[src/hdl/dh_forward_kinematics_chain_top_defines.svh]
// ---------------------------------------------------------------------------
// dh forward kinematics chain assertion macros
// shared concurrent assertion forms for the chain rtl
// ---------------------------------------------------------------------------
`ifndef DH_FORWARD_KINEMATICS_CHAIN_TOP_DEFINES_SVH
`define DH_FORWARD_KINEMATICS_CHAIN_TOP_DEFINES_SVH

// condition implies consequence in the same cycle
`define DHFK_ASSERT_HOLDS(label, clk, rstn, ante, cons, msg) \
    label: assert property (@(posedge clk) disable iff (!(rstn)) (ante) |-> (cons)) \
        else $error(msg);

// condition implies consequence in the next cycle
`define DHFK_ASSERT_NEXT(label, clk, rstn, ante, cons, msg) \
    label: assert property (@(posedge clk) disable iff (!(rstn)) (ante) |=> (cons)) \
        else $error(msg);

`endif

[src/hdl/dhfk_pkg.sv]
// ---------------------------------------------------------------------------
// dhfk package
// types, constants and functions shared by the kinematics chain rtl
// ---------------------------------------------------------------------------
`default_nettype none

package dhfk_pkg;

    // cordic iteration count, capped at thirty
    localparam int CORDIC_STEPS   = 16;
    localparam int CORDIC_MAX     = 30;
    localparam int CORDIC_ITERS   = (CORDIC_STEPS < CORDIC_MAX) ? CORDIC_STEPS : CORDIC_MAX;
    localparam int CNT_W          = $clog2(CORDIC_ITERS + 1);

    // cordic datapath width, q30 with headroom
    localparam int CW = 36;

    localparam logic signed [CW-1:0] Q30_ONE     = 36'sd1073741824;
    localparam logic signed [CW-1:0] Q30_PI      = 36'sd3373259426;
    localparam logic signed [CW-1:0] Q30_HALF_PI = 36'sd1686629713;
    localparam logic signed [CW-1:0] Q30_TWO_PI  = 36'sd6746518852;
    localparam logic signed [CW-1:0] GAIN_START  = 36'sd652032874;

    // multiplier and accumulator widths
    localparam int MA_W   = 32;
    localparam int MB_W   = 33;
    localparam int PROD_W = MA_W + MB_W;
    localparam int ACC_W  = PROD_W + 2;
    localparam int RND_W  = ACC_W - 30;

    typedef struct packed {
        logic signed [15:0] joint_angle;
        logic signed [15:0] twist_angle;
        logic signed [31:0] link_length;
        logic signed [31:0] link_offset;
        logic               start_chain;
    } t_in_item;

    typedef struct packed {
        logic signed [31:0] rot_00;
        logic signed [31:0] rot_01;
        logic signed [31:0] rot_02;
        logic signed [31:0] rot_10;
        logic signed [31:0] rot_11;
        logic signed [31:0] rot_12;
        logic signed [31:0] rot_20;
        logic signed [31:0] rot_21;
        logic signed [31:0] rot_22;
        logic signed [31:0] pos_x;
        logic signed [31:0] pos_y;
        logic signed [31:0] pos_z;
    } t_out_item;

    // travels with each product through the multiply-accumulate pipe
    typedef struct packed {
        logic       build;
        logic [3:0] dst;
        logic       first;
        logic       last;
    } t_mac_tag;

    // atan(2^-i) in q30, exact power of two from i = 10 on
    function automatic logic signed [CW-1:0] atan_entry(input logic [4:0] i);
        logic signed [CW-1:0] v;
        unique case (i)
            5'd0:    v = 36'sd843314857;
            5'd1:    v = 36'sd497837829;
            5'd2:    v = 36'sd263043837;
            5'd3:    v = 36'sd133525159;
            5'd4:    v = 36'sd67021687;
            5'd5:    v = 36'sd33543516;
            5'd6:    v = 36'sd16775851;
            5'd7:    v = 36'sd8388437;
            5'd8:    v = 36'sd4194283;
            5'd9:    v = 36'sd2097149;
            default: v = 36'sd1 <<< (5'd30 - i);
        endcase
        return v;
    endfunction

endpackage

`default_nettype wire

[src/hdl/dhfk_mac.sv]
// ---------------------------------------------------------------------------
// dhfk mac
// pipelined multiply-accumulate with q30 round half up on the sum
// ---------------------------------------------------------------------------
`default_nettype none

module dhfk_mac (
    input  wire logic                             i_clk,
    input  wire logic                             i_rst_n,
    input  wire logic                             i_valid,
    input  wire logic signed [dhfk_pkg::MA_W-1:0] i_a,
    input  wire logic signed [dhfk_pkg::MB_W-1:0] i_b,
    input  dhfk_pkg::t_mac_tag                    i_tag,
    output logic                                  o_valid,
    output dhfk_pkg::t_mac_tag                    o_tag,
    output logic signed [dhfk_pkg::RND_W-1:0]     o_value
);
    import dhfk_pkg::*;

    logic signed [PROD_W-1:0] r_prod;
    t_mac_tag                 r_ptag, r_atag;
    logic                     r_pv, r_av;
    logic signed [ACC_W-1:0]  r_acc;
    logic signed [ACC_W-1:0]  w_base, w_rnd;

    assign w_base = r_ptag.first ? '0 : r_acc;

    always_ff @(posedge i_clk) begin
        if (!i_rst_n) begin
            r_pv <= 1'b0;
            r_av <= 1'b0;
        end else begin
            r_pv <= i_valid;
            r_av <= r_pv && r_ptag.last;
        end
        r_prod <= PROD_W'(i_a) * PROD_W'(i_b);
        r_ptag <= i_tag;
        if (r_pv) begin
            r_acc  <= w_base + ACC_W'(r_prod);
            r_atag <= r_ptag;
        end
    end

    assign w_rnd   = (r_acc + (ACC_W'(1) <<< 29)) >>> 30;
    assign o_valid = r_av;
    assign o_tag   = r_atag;
    assign o_value = RND_W'(w_rnd);

endmodule

`default_nettype wire

[config.mk]
export PLATFORM = sky130hd
export DESIGN_NAME = dhfk_mac
export DESIGN_NICKNAME = d
export VERILOG_FILES = /design/src/hdl/dh_forward_kinematics_chain_top_defines.svh /design/src/hdl/dhfk_pkg.sv /design/src/hdl/dhfk_mac.sv
export SDC_FILE = /design/constraint.sdc
export NUM_CORES = 2
export LEC_CHECK = 0
export BUFFER_PORTS_ARGS = -buffer_cell sky130_fd_sc_hd__buf_2
export CORE_MARGIN = 3
export CORE_UTILIZATION = 29
export CTS_CLUSTER_DIAMETER = 100
export DETAILED_ROUTE_END_ITERATION = 16
export HOLD_SLACK_MARGIN = 0.1
export REMOVE_ABC_BUFFERS = 1
export SYNTH_ARGS = -nofsm -noshare
export SYNTH_HDL_FRONTEND = slang
export SYNTH_SLANG_ARGS = --single-unit
[constraint.sdc]
create_clock -name i_clk -period 9 [get_ports i_clk]
set_input_delay 0.9 -clock i_clk [delete_from_list [all_inputs] [get_ports i_clk]]
set_output_delay 0.9 -clock i_clk [all_outputs]
set_load 0.02 [all_outputs]
==> flow_results.org <==
** Floorplanning
- Die Y-Extent :: roughly 400 um
- Standard-cell row count :: ~140
- Area inside the core boundary :: approximately 0.16 mm2
- Die Span X :: approximately 400 um
- Die Outline Area :: between 0.15 and 0.2 mm2
- I/O pin count :: 120
- Initial core utilization :: between 20 and 30%

** Clocking
- Post-CTS clock slew at the launch and capture registers of the worst setup and hold paths :: ~0.070 ns
- The clock net in this run drives a total of about 150 sinks.
- Once the clock tree was built, the resizer swapped 0 gates to a different size.
- TritonCTS built the clock tree.
- Buffers from clock root to sink, at most :: 2
- The cell sitting at the root of the clock tree is a sky130_fd_sc_hd__clkbuf_16.
- Number of buffers inserted for hold repair after clock tree synthesis :: 0
- The H-tree generated during clock tree synthesis spans 4 levels.
- The later pin in the worst-skew pair is clocked with a latency of around 0.44 ns.
- The number of setup buffers added after CTS is 0.
- Clock tree synthesis inserted a total of 17 buffers.

** Setup path
- Slack of the worst reg-to-reg path :: 4.64 ns
- Along the worst path, the maximum fanout reaches 33.
- For this run, the slowest stage of the critical path takes ~0.53 ns.
- Critical path's most frequent cell :: sky130_fd_sc_hd__fa_1
- STA classifies the critical path startpoint as a primary input.
- Data arrival, critical path :: between 8 and 9 ns
- At the worst endpoint, the required time is a little over 9 ns.
- Category of the worst setup path capture point :: flop
- Critical-path cell with the highest stage delay :: sky130_fd_sc_hd__buf_2
- Kind of cell with the highest combined delay on the critical path :: adder cells
- Class of the most critical setup path :: in -> reg
- Counting both buffers and inverters, the worst setup path holds a total of 6.

** STA
- For the pin with the worst max-slew slack, the measured transition is between 0.9 and 1 ns.
- Max-slew violation count :: 0
- Setup violations remaining at the end of the flow were counted as 0.
- For the final database, setup skew stands at between 0.01 and 0.015 ns.
- Crit share post-route :: around 93%
- Clock period minus final worst setup slack :: 8.40 ns
- Setup repair after global routing missed its margin :: no
- Slew HR :: between 30% and 40%
- Setup WS post-layout :: 0.600 ns
- The tightest hold path in the finished design has a slack of between 0.4 and 0.5 ns.
- Total negative slack for setup checks :: 0 ns
- Final hold violation count :: 0
- Based on the critical path, the design can be clocked at up to 119 MHz.

** Logic synthesis
- In this run, distinct cell masters in the synthesized netlist total between 70 and 80.
- Counting flops and latches in the post-synthesis netlist gives between 100 and 150.
- Ys async rst share :: 0%
- Post-synthesis instance area :: approximately 0.046 mm2
- Synth top area share :: between 40% and 50%
- Synth area leaders :: sky130_fd_sc_hd__fa_1 49%, sky130_fd_sc_hd__inv_1 8.2%, sky130_fd_sc_hd__and2_1 7.5%, sky130_fd_sc_hd__ha_1 6.9%, sky130_fd_sc_hd__nand2_1 5.0%
- Synthesis produced a netlist whose cell count is 4,824.
- Number of enable-type register cells in the synthesized netlist :: 74
- Ys Warns :: 0
- Sequential cells were found to cover between 8 and 9% of the synthesized design area.
- Syn Area/Cell :: 9.44 um2
- Ys flop type :: sky130_fd_sc_hd__edfxtp_1
- The synthesized design spends more area on one cell type than any other, namely sky130_fd_sc_hd__fa_1.

** Place
- Count of input and output buffers :: approximately 120
- Timing analysis after detailed placement gives a worst setup slack of around 0.18 ns.
- Standard cell area after detailed placement :: 0.0485 mm2
- Routability-driven placement finished with a final weighted congestion of 0.895.
- Detailed placement finished with a half-perimeter wire length of ~100,000 um.

** Global routing
- Busiest layer in global routing :: met2
- The number of antenna violations at the first check in global routing came to 7.
- For this run, global-route usage on met1 was measured as about a fifth.
- For this run, global-route usage on met2 was measured as 27.2%.
- The via count of the first global-routing pass is roughly 36,000.
- Remaining Overflow, GRT :: 0
- Maximum number of pins on one net before global-route repair :: 58
- Met3 capacity usage during global routing :: under 10%
- Total global routing track utilization :: around 15%
- First-pass GRT wire length :: between 150,000 and 200,000 um

** Route
- In the final routed layout, each cell accounts on average for between 15 and 20 um.
- Vias per cell :: roughly 4.7
- Routed WL :: roughly 120,000 um
- DRC viols :: 0
- For this block, the initial DRC count from the detailed router was approximately 1,600.
- Detail Route Antenna Nets :: 0
- The detailed router placed between 30,000 and 40,000 vias in this run.
- The pre-antenna-repair detailed-routing pass consisted of 6 iterations.

** Worst hold path
- In this run the worst hold path is classified as reg -> reg.

** Layout
- Area Growth Syn to Fin :: 7.86%
- The finished cells cover 0.0491 mm2.
- Fill cells in the final layout number around 16,000.
- The final layout contains about 6,300 nets.
- The post-route netlist has approximately 5.8% of its cells at a drive strength greater than 1.

** Run status
- The run finished with clean final reports.

** Run
- Max-cap violations in this run came to 0.
[cell usage after synthesis (all sizes together) (4+ instances only)]
cell type / n
xnor2: 119
and4: 9
o21a: 16
xor2: 49
ha: 253
a21boi: 7
nor2b: 74
edfxtp: 74
o211ai: 4
a2111oi: 4
clkbuf: 230
a211oi: 11
a221oi: 4
a31oi: 14
a21o: 65
nor3: 16
nand2: 601
o21ai: 86
fa: 1113
nand4: 34
nand3: 45
nand2b: 20
and3: 13
nor2: 120
a31o: 5
a21oi: 143
a211o: 4
dfxtp: 74
and2: 546
inv: 995
a41oi: 5
o21bai: 23
buf: 5
[area by class of cell]
class / count / area [um2] / share of cell area (%)
well taps: 2044 / 2560 / 5.21
multi-input cells: 3446 / 37200 / 75.8
inverters: 995 / 3730 / 7.60
flip-flops and latches: 148 / 3710 / 7.55
clock inverters: 14 / 158 / 0.321
repair buffers: 210 / 1300 / 2.65
clock buffers: 18 / 439 / 0.894
diodes: 3 / 7.51 / 0.0153
[worst reg2reg max path, cell delays in order (launching register included)]
cell	delay, ns
sky130_fd_sc_hd__dfxtp_2	0.64
sky130_fd_sc_hd__buf_4	0.57
sky130_fd_sc_hd__nor2b_1	0.14
sky130_fd_sc_hd__ha_1	0.40
sky130_fd_sc_hd__a21oi_1	0.25
sky130_fd_sc_hd__o21ai_1	0.14
sky130_fd_sc_hd__a221o_1	0.38
sky130_fd_sc_hd__a31oi_1	0.19
sky130_fd_sc_hd__o21ai_0	0.16
sky130_fd_sc_hd__a211oi_1	0.28
sky130_fd_sc_hd__o221a_2	0.31
sky130_fd_sc_hd__a21boi_2	0.11
sky130_fd_sc_hd__a41oi_2	0.29
sky130_fd_sc_hd__o21ai_1	0.12
sky130_fd_sc_hd__xor2_1	0.14
[cells in the final DEF (no fill, tap or decap), drive strengths merged, types with 23 or more instances in the layout]
master / Yosys / routed
ha: 253 / 253
nand3: 45 / 45
xnor2: 119 / 119
buf: 5 / 210
nand2: 601 / 601
nor2: 120 / 120
o21bai: 23 / 23
inv: 995 / 1005
nand4: 34 / 34
nor2b: 74 / 74
dfxtp: 74 / 74
xor2: 49 / 49
o21ai: 86 / 86
fa: 1113 / 1113
a21oi: 143 / 143
a21o: 65 / 65
edfxtp: 74 / 74
and2: 546 / 546
[final timing paths]
kind	start	end	depth (start not counted)
setup reg to reg	r_ptag[1]	r_acc[65]	14
hold reg to reg	r_ptag[3]	o_tag[3]	0
setup / recovery	i_a[5]	r_prod[59]	27
hold / removal	r_ptag[3]	o_tag[3]	0
[flip-flops by register name (all words and copies together), names as in the netlist]
name	flops
r_prod	65
r_ptag	7
o_valid	1
r_pv	1
r_acc	67
o_tag	7
[metal layers]
layer	wire length [um]	vias to the layer above
met5	13	-
met2	59300	716
met4	2950	2
met1	48900	16800
met3	5850	162
li1	-	14400
[per-stage QoR]
step | util [%] | instances
floorplan | - | 4589
global placement | 31.3 | 6843
detailed placement | 31.3 | 6843
CTS | 31.7 | 6875
global route | 31.7 | 6876
finish | 31.7 | 6878
[logic make-up (layout without fill, tap and decap cells)]
kind of cell | count (synthesis) | after routing | synth area share [%]
AOI/OAI and AO/OA | 418 | 418 | 6.03
xor gates and xnor gates | 168 | 168 | 3.23
adders and majority gates | 1366 | 1366 | 55.9
buffers and inverters | 1230 | 1237 | 10.2
DFF | 148 | 148 | 8.13
muxes | 2 | 2 | 0.0440
other | 0 | 3 | 0
and+or+nand+nor | 1492 | 1492 | 16.5
Power is left out: the tool's default activity adds up to more than one toggle a clock period on the data nets, which glitch-free logic cannot reach.
