File: config.mk
export PLATFORM = sky130hd
export DESIGN_NAME = dhfk_cordic
export DESIGN_NICKNAME = d
export VERILOG_FILES = /design/src/hdl/dh_forward_kinematics_chain_top_defines.svh /design/src/hdl/dhfk_pkg.sv /design/src/hdl/dhfk_cordic.sv
export SDC_FILE = /design/constraint.sdc
export NUM_CORES = 1
export LEC_CHECK = 0
export BUFFER_PORTS_ARGS = -buffer_cell sky130_fd_sc_hd__buf_4
export CAP_MARGIN = 10
export CORE_UTILIZATION = 35
export CTS_BUF_LIST = sky130_fd_sc_hd__clkbuf_16
export DETAILED_ROUTE_END_ITERATION = 16
export PLACE_DENSITY_LB_ADDON = 0.2
export SLEW_MARGIN = 30
export SYNTH_ARGS = -nofsm -noshare
export SYNTH_HDL_FRONTEND = slang
export SYNTH_SLANG_ARGS = --single-unit
export TNS_END_PERCENT = 20
File: constraint.sdc
create_clock -name i_clk -period 11.4 [get_ports i_clk]
set_input_delay 0 -clock i_clk [delete_from_list [all_inputs] [get_ports i_clk]]
set_output_delay 0 -clock i_clk [all_outputs]
set_load 0.1 [all_outputs]
File: src/hdl/dh_forward_kinematics_chain_top_defines.svh
// ---------------------------------------------------------------------------
// dh forward kinematics chain assertion macros
// shared concurrent assertion forms for the chain rtl
// ---------------------------------------------------------------------------
`ifndef DH_FORWARD_KINEMATICS_CHAIN_TOP_DEFINES_SVH
`define DH_FORWARD_KINEMATICS_CHAIN_TOP_DEFINES_SVH

// condition implies consequence in the same cycle
`define DHFK_ASSERT_HOLDS(label, clk, rstn, ante, cons, msg) \
    label: assert property (@(posedge clk) disable iff (!(rstn)) (ante) |-> (cons)) \
        else $error(msg);

// condition implies consequence in the next cycle
`define DHFK_ASSERT_NEXT(label, clk, rstn, ante, cons, msg) \
    label: assert property (@(posedge clk) disable iff (!(rstn)) (ante) |=> (cons)) \
        else $error(msg);

`endif

File: src/hdl/dhfk_pkg.sv
// ---------------------------------------------------------------------------
// dhfk package
// types, constants and functions shared by the kinematics chain rtl
// ---------------------------------------------------------------------------
`default_nettype none

package dhfk_pkg;

    // cordic iteration count, capped at thirty
    localparam int CORDIC_STEPS   = 16;
    localparam int CORDIC_MAX     = 30;
    localparam int CORDIC_ITERS   = (CORDIC_STEPS < CORDIC_MAX) ? CORDIC_STEPS : CORDIC_MAX;
    localparam int CNT_W          = $clog2(CORDIC_ITERS + 1);

    // cordic datapath width, q30 with headroom
    localparam int CW = 36;

    localparam logic signed [CW-1:0] Q30_ONE     = 36'sd1073741824;
    localparam logic signed [CW-1:0] Q30_PI      = 36'sd3373259426;
    localparam logic signed [CW-1:0] Q30_HALF_PI = 36'sd1686629713;
    localparam logic signed [CW-1:0] Q30_TWO_PI  = 36'sd6746518852;
    localparam logic signed [CW-1:0] GAIN_START  = 36'sd652032874;

    // multiplier and accumulator widths
    localparam int MA_W   = 32;
    localparam int MB_W   = 33;
    localparam int PROD_W = MA_W + MB_W;
    localparam int ACC_W  = PROD_W + 2;
    localparam int RND_W  = ACC_W - 30;

    typedef struct packed {
        logic signed [15:0] joint_angle;
        logic signed [15:0] twist_angle;
        logic signed [31:0] link_length;
        logic signed [31:0] link_offset;
        logic               start_chain;
    } t_in_item;

    typedef struct packed {
        logic signed [31:0] rot_00;
        logic signed [31:0] rot_01;
        logic signed [31:0] rot_02;
        logic signed [31:0] rot_10;
        logic signed [31:0] rot_11;
        logic signed [31:0] rot_12;
        logic signed [31:0] rot_20;
        logic signed [31:0] rot_21;
        logic signed [31:0] rot_22;
        logic signed [31:0] pos_x;
        logic signed [31:0] pos_y;
        logic signed [31:0] pos_z;
    } t_out_item;

    // travels with each product through the multiply-accumulate pipe
    typedef struct packed {
        logic       build;
        logic [3:0] dst;
        logic       first;
        logic       last;
    } t_mac_tag;

    // atan(2^-i) in q30, exact power of two from i = 10 on
    function automatic logic signed [CW-1:0] atan_entry(input logic [4:0] i);
        logic signed [CW-1:0] v;
        unique case (i)
            5'd0:    v = 36'sd843314857;
            5'd1:    v = 36'sd497837829;
            5'd2:    v = 36'sd263043837;
            5'd3:    v = 36'sd133525159;
            5'd4:    v = 36'sd67021687;
            5'd5:    v = 36'sd33543516;
            5'd6:    v = 36'sd16775851;
            5'd7:    v = 36'sd8388437;
            5'd8:    v = 36'sd4194283;
            5'd9:    v = 36'sd2097149;
            default: v = 36'sd1 <<< (5'd30 - i);
        endcase
        return v;
    endfunction

endpackage

`default_nettype wire

File: src/hdl/dhfk_cordic.sv
// ---------------------------------------------------------------------------
// dhfk cordic
// iterative rotation-mode cordic, q3.13 angle in, q30 sine and cosine out
// ---------------------------------------------------------------------------
`default_nettype none

module dhfk_cordic (
    input  wire logic               i_clk,
    input  wire logic               i_rst_n,
    input  wire logic               i_start,
    input  wire logic signed [15:0] i_angle,
    output logic                    o_done,
    output logic signed [31:0]      o_sin,
    output logic signed [31:0]      o_cos
);
    import dhfk_pkg::*;

    localparam logic [2:0] C_IDLE = 3'd0;
    localparam logic [2:0] C_RED  = 3'd1;
    localparam logic [2:0] C_FOLD = 3'd2;
    localparam logic [2:0] C_RUN  = 3'd3;
    localparam logic [2:0] C_FIN  = 3'd4;

    logic [2:0]           r_state;
    logic signed [CW-1:0] r_x, r_y, r_z;
    logic                 r_flip;
    logic [CNT_W-1:0]     r_i;
    logic                 r_done;
    logic signed [31:0]   r_sin, r_cos;

    logic [4:0]           w_sh;
    logic signed [CW-1:0] w_dx, w_dy, w_at, w_xf, w_yf, w_xc, w_yc;

    assign w_sh = 5'(r_i);
    assign w_dx = r_y >>> w_sh;
    assign w_dy = r_x >>> w_sh;
    assign w_at = atan_entry(w_sh);
    assign w_xf = r_flip ? -r_x : r_x;
    assign w_yf = r_flip ? -r_y : r_y;

    always_comb begin
        if (w_xf > Q30_ONE) w_xc = Q30_ONE;
        else if (w_xf < -Q30_ONE) w_xc = -Q30_ONE;
        else w_xc = w_xf;
        if (w_yf > Q30_ONE) w_yc = Q30_ONE;
        else if (w_yf < -Q30_ONE) w_yc = -Q30_ONE;
        else w_yc = w_yf;
    end

    always_ff @(posedge i_clk) begin
        if (!i_rst_n) begin
            r_state <= C_IDLE;
            r_done  <= 1'b0;
        end else begin
            r_done <= 1'b0;
            unique case (r_state)
                C_IDLE: begin
                    if (i_start) begin
                        r_z     <= CW'(i_angle) <<< 17;
                        r_x     <= GAIN_START;
                        r_y     <= '0;
                        r_flip  <= 1'b0;
                        r_state <= C_RED;
                    end
                end
                C_RED: begin
                    if (r_z > Q30_PI) r_z <= r_z - Q30_TWO_PI;
                    else if (r_z < -Q30_PI) r_z <= r_z + Q30_TWO_PI;
                    r_state <= C_FOLD;
                end
                C_FOLD: begin
                    // fold into the right half plane, negate at the end
                    if (r_z > Q30_HALF_PI) begin
                        r_z    <= r_z - Q30_PI;
                        r_flip <= 1'b1;
                    end else if (r_z < -Q30_HALF_PI) begin
                        r_z    <= r_z + Q30_PI;
                        r_flip <= 1'b1;
                    end
                    r_i     <= '0;
                    r_state <= C_RUN;
                end
                C_RUN: begin
                    if (r_z >= 0) begin
                        r_x <= r_x - w_dx;
                        r_y <= r_y + w_dy;
                        r_z <= r_z - w_at;
                    end else begin
                        r_x <= r_x + w_dx;
                        r_y <= r_y - w_dy;
                        r_z <= r_z + w_at;
                    end
                    r_i <= r_i + 1'b1;
                    if (r_i == CNT_W'(CORDIC_ITERS - 1)) r_state <= C_FIN;
                end
                C_FIN: begin
                    r_cos   <= 32'(w_xc);
                    r_sin   <= 32'(w_yc);
                    r_done  <= 1'b1;
                    r_state <= C_IDLE;
                end
                default: r_state <= C_IDLE;
            endcase
        end
    end

    assign o_done = r_done;
    assign o_sin  = r_sin;
    assign o_cos  = r_cos;

endmodule

`default_nettype wire

==> flow_summary.toml, run 1 <==
[sta]
clock.fmax_mhz = 130
post-route-period-util_pct = 67.6
min_period_ns = 7.71
rsz0062_at_grt = "no"
slew-limit-headroom_pct = 31.6
final-hold-violation-count = 0
setup_tns_ns = 0
skew_ns = 0.0143
hold_slack_ns = 0.0692
worst_pin_slew_ns = 1.02
setup-violations-final = 0
final_max_slew_viol_count = 0

[job]
maxCapViolations = 0

[clock_network]
clock_path_buffers = 2
cts_root_buf = "clkbuf_16"
path_clk_slew_ns = 0.08
cts.sinks = 182
cts_resized = 0
numCtsBuffers = 17
insertion_delay_ns = 0.51
cts_tree = "done"
h-tree-depth = 4

[run_status]
status = "finished clean"

[pwr]
p_leak_nw = 10.3
power_density_nw_per_um2 = 133
ir_drop_mv = 0.122

[floorplan]
dieArea_um2 = 75700
die_y_um = 275
rows = 99
pin_count = 84
start_util_pct = 35.6
core_um2 = 73500
die_w_um = 275

[global_route]
antenna_found_initial = 1
grt_max_degree = 96
grt_use_total_pct = 23.9
grt_pass1_vias = 22800
overflow = 0
grt_pass1_wl_um = 140000

[synth]
syn_inst = 3170
synth_top_area_share_pct = 20.5
synth.distinct_cells = 103
syn-cell-area_um2 = 26100
synth-edff-count = 178
synth_largest_area_cell = "edfxtp_1"
yosysMostFrequentCell = "nor2_1"
synth_top_cells_by_count = "nor2_1, nand2_1, o21ai_0"
ys_seq_area_share_pct = 20.8
synth.area.top_cells = "edfxtp_1, ha_1, mux4_2"
synth_nets = 3347
synth_area_per_cell_um2 = 8.24
yosys_warnings = 0
async_flop_share_pct = 0
yosys_register_bits = 182
ys.flop_type = "edfxtp_1"

[worst_setup_path]
arrival_ns = 7.97
critPathCaptureType = "flop"
path_class = "flop to flop"
cp_max_fo = 66
cp.required_ns = 11.66
start_kind = "flop"

[drt]
drt-wirelength-per-cell_um = 22.6
drt-total-wl_um = 91700
drtIter0Drc = 2650
avgViaCountPerCell = 6.14
drtAntennaViolNets = 0
first_pass_iters = 6
route.detailed.drc = 0
vias = 25000

[final_layout]
nNetsFinal = 3271
fillers = 7594
stdcell_count = 4066
syn_to_final_growth_pct = 7.22
drive_above_1_share_pct = 11.0
diodes = 0
utilization_pct = 38.1

[worst_hold_path]
min_path_type = "input pin to flop"

[place]
dpl.hpwl_um = 68100
place.gp.congestion = 1.00
portBuffers = 83
dpl.cell_count = 4016
-- registers in the layout (all words and copies together), names as in the netlist --
register	cells
r_flip	1
r_x	36
r_z	36
r_state	3
o_sin	32
o_cos	32
o_done	1
r_i	5
r_y	36
-- cell type report --
class                           instances  area [µm²]  share of cell area (%)
Tap cell                              959        1200                    4.28
Clock buffer                           17         425                    1.52
Sequential cell                       182        5430                    19.4
Inverter                               76         285                    1.02
Multi-Input combinational cell       2676       19400                    69.1
Timing Repair Buffer                  141        1130                    4.02
Clock inverter                         15         185                   0.661
-- final timing paths --
check / slack (ns) / endpoint / cells past startpoint / from
hold / removal: 0.07 / r_z[19]$_DFFE_PP_ / 4 / i_angle[2]
setup / recovery: 3.69 / r_x[35]$_SDFFCE_PN0P_ / 25 / r_i[1]$_SDFFCE_PN0P_
setup reg to reg: 3.69 / r_x[35]$_SDFFCE_PN0P_ / 25 / r_i[1]$_SDFFCE_PN0P_
hold reg to reg: 0.74 / r_y[0]$_SDFFCE_PN0P_ / 2 / r_y[0]$_SDFFCE_PN0P_
-- power by group --
part | switching (mW) | leakage, nW | internal [mW]
registers | 0.144 | 1.58 | 0.795
logic | 1.25 | 8.46 | 0.898
clock network | 0.334 | 0.301 | 0.316
-- per-stage QoR --
stage | area (µm²) | power (mW) | setup WS [ns]
CTS | 28000 | 3.72 | 3.70
finish | 28000 | 3.74 | 3.69
floorplan | 26100 | 2.56 | 5.28
global route | 28000 | 4.00 | 3.11
detailed placement | 27200 | 3.05 | 3.72
global placement | 27200 | 3.07 | 3.89
-- cells in the final DEF (no fill, tap or decap), types with 24 or more instances in the layout --
| cell type | count |
|---|---|
| a211oi_1 | 45 |
| a21o_1 | 70 |
| a21oi_1 | 180 |
| a31oi_1 | 34 |
| and2_1 | 24 |
| and3_1 | 27 |
| buf_4 | 122 |
| edfxtp_1 | 178 |
| ha_1 | 154 |
| inv_1 | 75 |
| mux2_2 | 37 |
| mux2i_1 | 80 |
| mux4_2 | 68 |
| nand2_1 | 291 |
| nand2b_1 | 62 |
| nand3_1 | 55 |
| nand4_1 | 31 |
| nor2_1 | 308 |
| nor2b_1 | 35 |
| nor3_1 | 56 |
| o21ai_0 | 241 |
| o21bai_1 | 25 |
| o22ai_1 | 33 |
| o31ai_1 | 36 |
| or2_2 | 32 |
| or3_1 | 44 |
| xnor2_1 | 139 |
| xor2_1 | 164 |
-- worst max-delay path, stage by stage (launching register included) --
cell      delay (ns)
edfxtp_1        0.32
buf_4           0.59
buf_4           0.85
mux4_2          0.61
mux2_2          0.33
and2_0          0.18
o41ai_2         0.33
ha_1            0.23
nand2_1         0.08
or3_1           0.43
or2_2           0.35
or2_1           0.30
o21ai_0         0.22
xnor2_1         0.12
ha_1            0.40
a21o_1          0.18
a21o_1          0.17
a21o_1          0.19
nand3_1         0.08
nand3b_1        0.07
a21oi_1         0.33
o21ai_0         0.23
o31ai_1         0.41
o21ai_0         0.19
xnor2_1         0.16
nor2_1          0.05
-- repair_timing --
item	in CTS	in global routing
hold buffers	17	0
buffers inserted	0	0
endpoints found under the hold margin	19	0
-- routing by layer --
| metal | track usage (%) | wire length (µm) | vias to the layer above |
|---|---|---|---|
| met1 | 35.3 | 43500 | 12000 |
| met5 | 0 | 0 | - |
| met4 | 7.15 | 2230 | 0 |
| met3 | 4.96 | 7480 | 135 |
| li1 | - | - | 11700 |
| met2 | 34.5 | 38500 | 1033 |
-- kinds of logic after synthesis --
| family | count (synthesis) | share of synthesized area [%] |
|---|---|---|
| fa+ha+maj | 158 | 7.68 |
| simple gates | 1068 | 19.9 |
| buf+inv | 312 | 5.31 |
| compound gates | 947 | 24.3 |
| mux | 200 | 11.9 |
| flops | 182 | 20.8 |
| xor+xnor | 303 | 10.2 |
(Power assumes the default switching activity.)
==> run 2, diff against run 1 <==
==> constraint.sdc (replaced) <==
create_clock -name i_clk -period 7.2 [get_ports i_clk]
set_input_delay 0 -clock i_clk [delete_from_list [all_inputs] [get_ports i_clk]]
set_output_delay 0 -clock i_clk [all_outputs]
set_load 0.1 [all_outputs]
==> run 2 against run 1 <==
  * Via count is 1.9% higher
  * Combinational power increased by 67%
  * Final area is 3.2% higher
  * Clock power rose by 63%
  * Sequential cell count unchanged
  * Critical path depth down 1
  * Non-clock buffer count is 104 higher
  * Critical endpoint is now r_y[34]$_SDFFCE_PN0P_
  * Critical path type unchanged
==> flow_summary.toml, run 2 (synthesis gave the netlist of run 1 again) <==
[drt]
avgViaCountPerCell = 6.10
route.detailed.drc = 0
drt-wirelength-per-cell_um = 22.7
first_pass_iters = 6
drtIter0Drc = 2998
wl_met2_um = 39500
wl_met1_um = 45000
drt-total-wl_um = 94700
topRoutingLayerUsed = "met4"
vias = 25400
drtAntennaViolNets = 0
wl_met3_um = 7940

[pwr]
ir_drop_mv = 0.178
power_density_nw_per_um2 = 210
total_power_mw = 6.08
p_leak_nw = 10.9

[sta]
skew_ns = 0.0185
setup-violations-final = 0
setup_tns_ns = 0
min_period_ns = 6.72
rsz0062_at_grt = "no"
slew-limit-headroom_pct = 30.9
clock.fmax_mhz = 149
post-route-period-util_pct = 93.3
final-hold-violation-count = 0
final_max_slew_viol_count = 0
worst_pin_slew_ns = 1.03

[worst_setup_path]
crit_top_cell = "nor2_1"
reg2reg_depth = 24
worstSetupStartpoint = "r_i[2]$_SDFFCE_PN0P_"
critPathCaptureType = "flop"
slowest_delay_ns = 0.79
path_class = "flop to flop"
crit_path_top_delay_cell = "edfxtp_1"
rr_startpoint = "r_i[2]$_SDFFCE_PN0P_"
cp_max_fo = 30
start_kind = "flop"
crit_chain = "buf_12 -> buf_4 -> mux4_1 -> mux2i_1 -> nor2_1 -> nor3_1 -> buf_4 -> or3b_2 -> or2_1 -> nor2_2 -> a21oi_1 -> xnor2_1 -> ha_1 -> nand4_1 -> or2_2 -> o21bai_1 -> and3b_1 -> a211oi_1 -> nor2_1 -> o31ai_1 -> a31oi_1 -> o21ai_0 -> xnor2_1 -> nor2_1"
cp.required_ns = 7.42
arrival_ns = 6.94

[global_route]
grt_pass1_vias = 23200
grt_max_degree = 111
grt_use_total_pct = 24.5
overflow = 0
antenna_found_initial = 1
grt_pass1_wl_um = 143000

[clock_network]
cts_tree = "done"
cts.sinks = 182
cts_root_buf = "clkbuf_16"
h-tree-depth = 4
path_clk_slew_ns = 0.09
numCtsBuffers = 17
clock_path_buffers = 2
insertion_delay_ns = 0.50
cts_resized = 0

[final_layout]
drive_above_1_share_pct = 13.8
final_common_cell = "nor2_1"
final_cell_mix = "nor2_1, nand2_1, o21ai_0"
syn_to_final_growth_pct = 10.6
nNetsFinal = 3375
top_regs = "r_x x36, r_y x36, r_z x36"
diodes = 0

[floorplan]
start_util_pct = 35.6
pin_count = 84
die_y_um = 275
rows = 99
core_um2 = 73500
dieArea_um2 = 75700
die_w_um = 275

[worst_hold_path]
hp-start = "i_angle[2]"
min_path_type = "input pin to flop"
holdPathStages = 4

[place]
portBuffers = 83
dpl.hpwl_um = 72300
place.gp.congestion = 1.03

[job]
maxCapViolations = 0

[run_status]
status = "finished clean"
-- run 2: changes by cell type in the layout (fill, tap and decap cells not counted), sizes merged --
cell / delta
bufinv: +2
inv: +2
clkinv: -5
buf: +104
-- run 2: final timing paths --
path / slack [ns] / end
setup / recovery: 0.48 / r_y[34]$_SDFFCE_PN0P_
hold / removal: 0.08 / r_z[19]$_DFFE_PP_
setup reg to reg: 0.48 / r_y[34]$_SDFFCE_PN0P_
hold reg to reg: 0.75 / r_y[0]$_SDFFCE_PN0P_
-- run 2: routing by layer --
metal / GRT usage (%) / up-vias
li1: - / 12000
met1: 36.6 / 12300
met3: 5.39 / 152
met5: 0 / -
met4: 6.76 / 0
met2: 35.0 / 1063
-- run 2: repair_timing --
action / CTS / global route
setup buffers: 0 / 3
endpoints found under the setup margin: 0 / 7
hold endpoints to repair: 19 / 0
hold buffers: 17 / 0
-- run 2: per-stage QoR --
stage          std cells  util, %  instance area [µm²]  setup slack (ns)  hold WS [ns]
6_report            4169     39.3                28900             0.484        0.0805
2_1_floorplan       3170        -                26100              1.08         0.153
4_1_cts             4165     39.3                28900             0.253        0.0225
5_1_grt             4169     39.3                28900             0.149        0.0898
3_5_place_dp        4117     38.2                28100             0.331         0.300
3_3_place_gp        4115     38.2                28000             0.343         0.298
-- run 2: where the power goes --
part / internal, mW / switching [mW] / total (mW)
Sequential: 1.26 / 0.156 / 1.41
Clock: 0.557 / 0.508 / 1.06
Combinational: 1.51 / 2.09 / 3.60
Total: 3.32 / 2.76 / 6.08
-- run 2: critical path: cells and delay by family (launching register included) --
kind	cells	cell delay, ns
AO/OA/AOI/OAI	6	1.39
XOR/XNOR	2	0.30
adder cells (fa/ha/maj)	1	0.39
buffers and inverters	3	0.79
flip-flops	1	0.79
multiplexers	2	0.61
AND/OR/NAND/NOR	10	2.15
-- run 2: final cells by class --
type	instances	area, µm²
fillers	7492	44600
clock inverters	14	188
multi-input cells	2676	19400
clock buffers	17	425
repair buffers	245	2010
flip-flops and latches	182	5430
inverters	76	285
well taps	959	1200
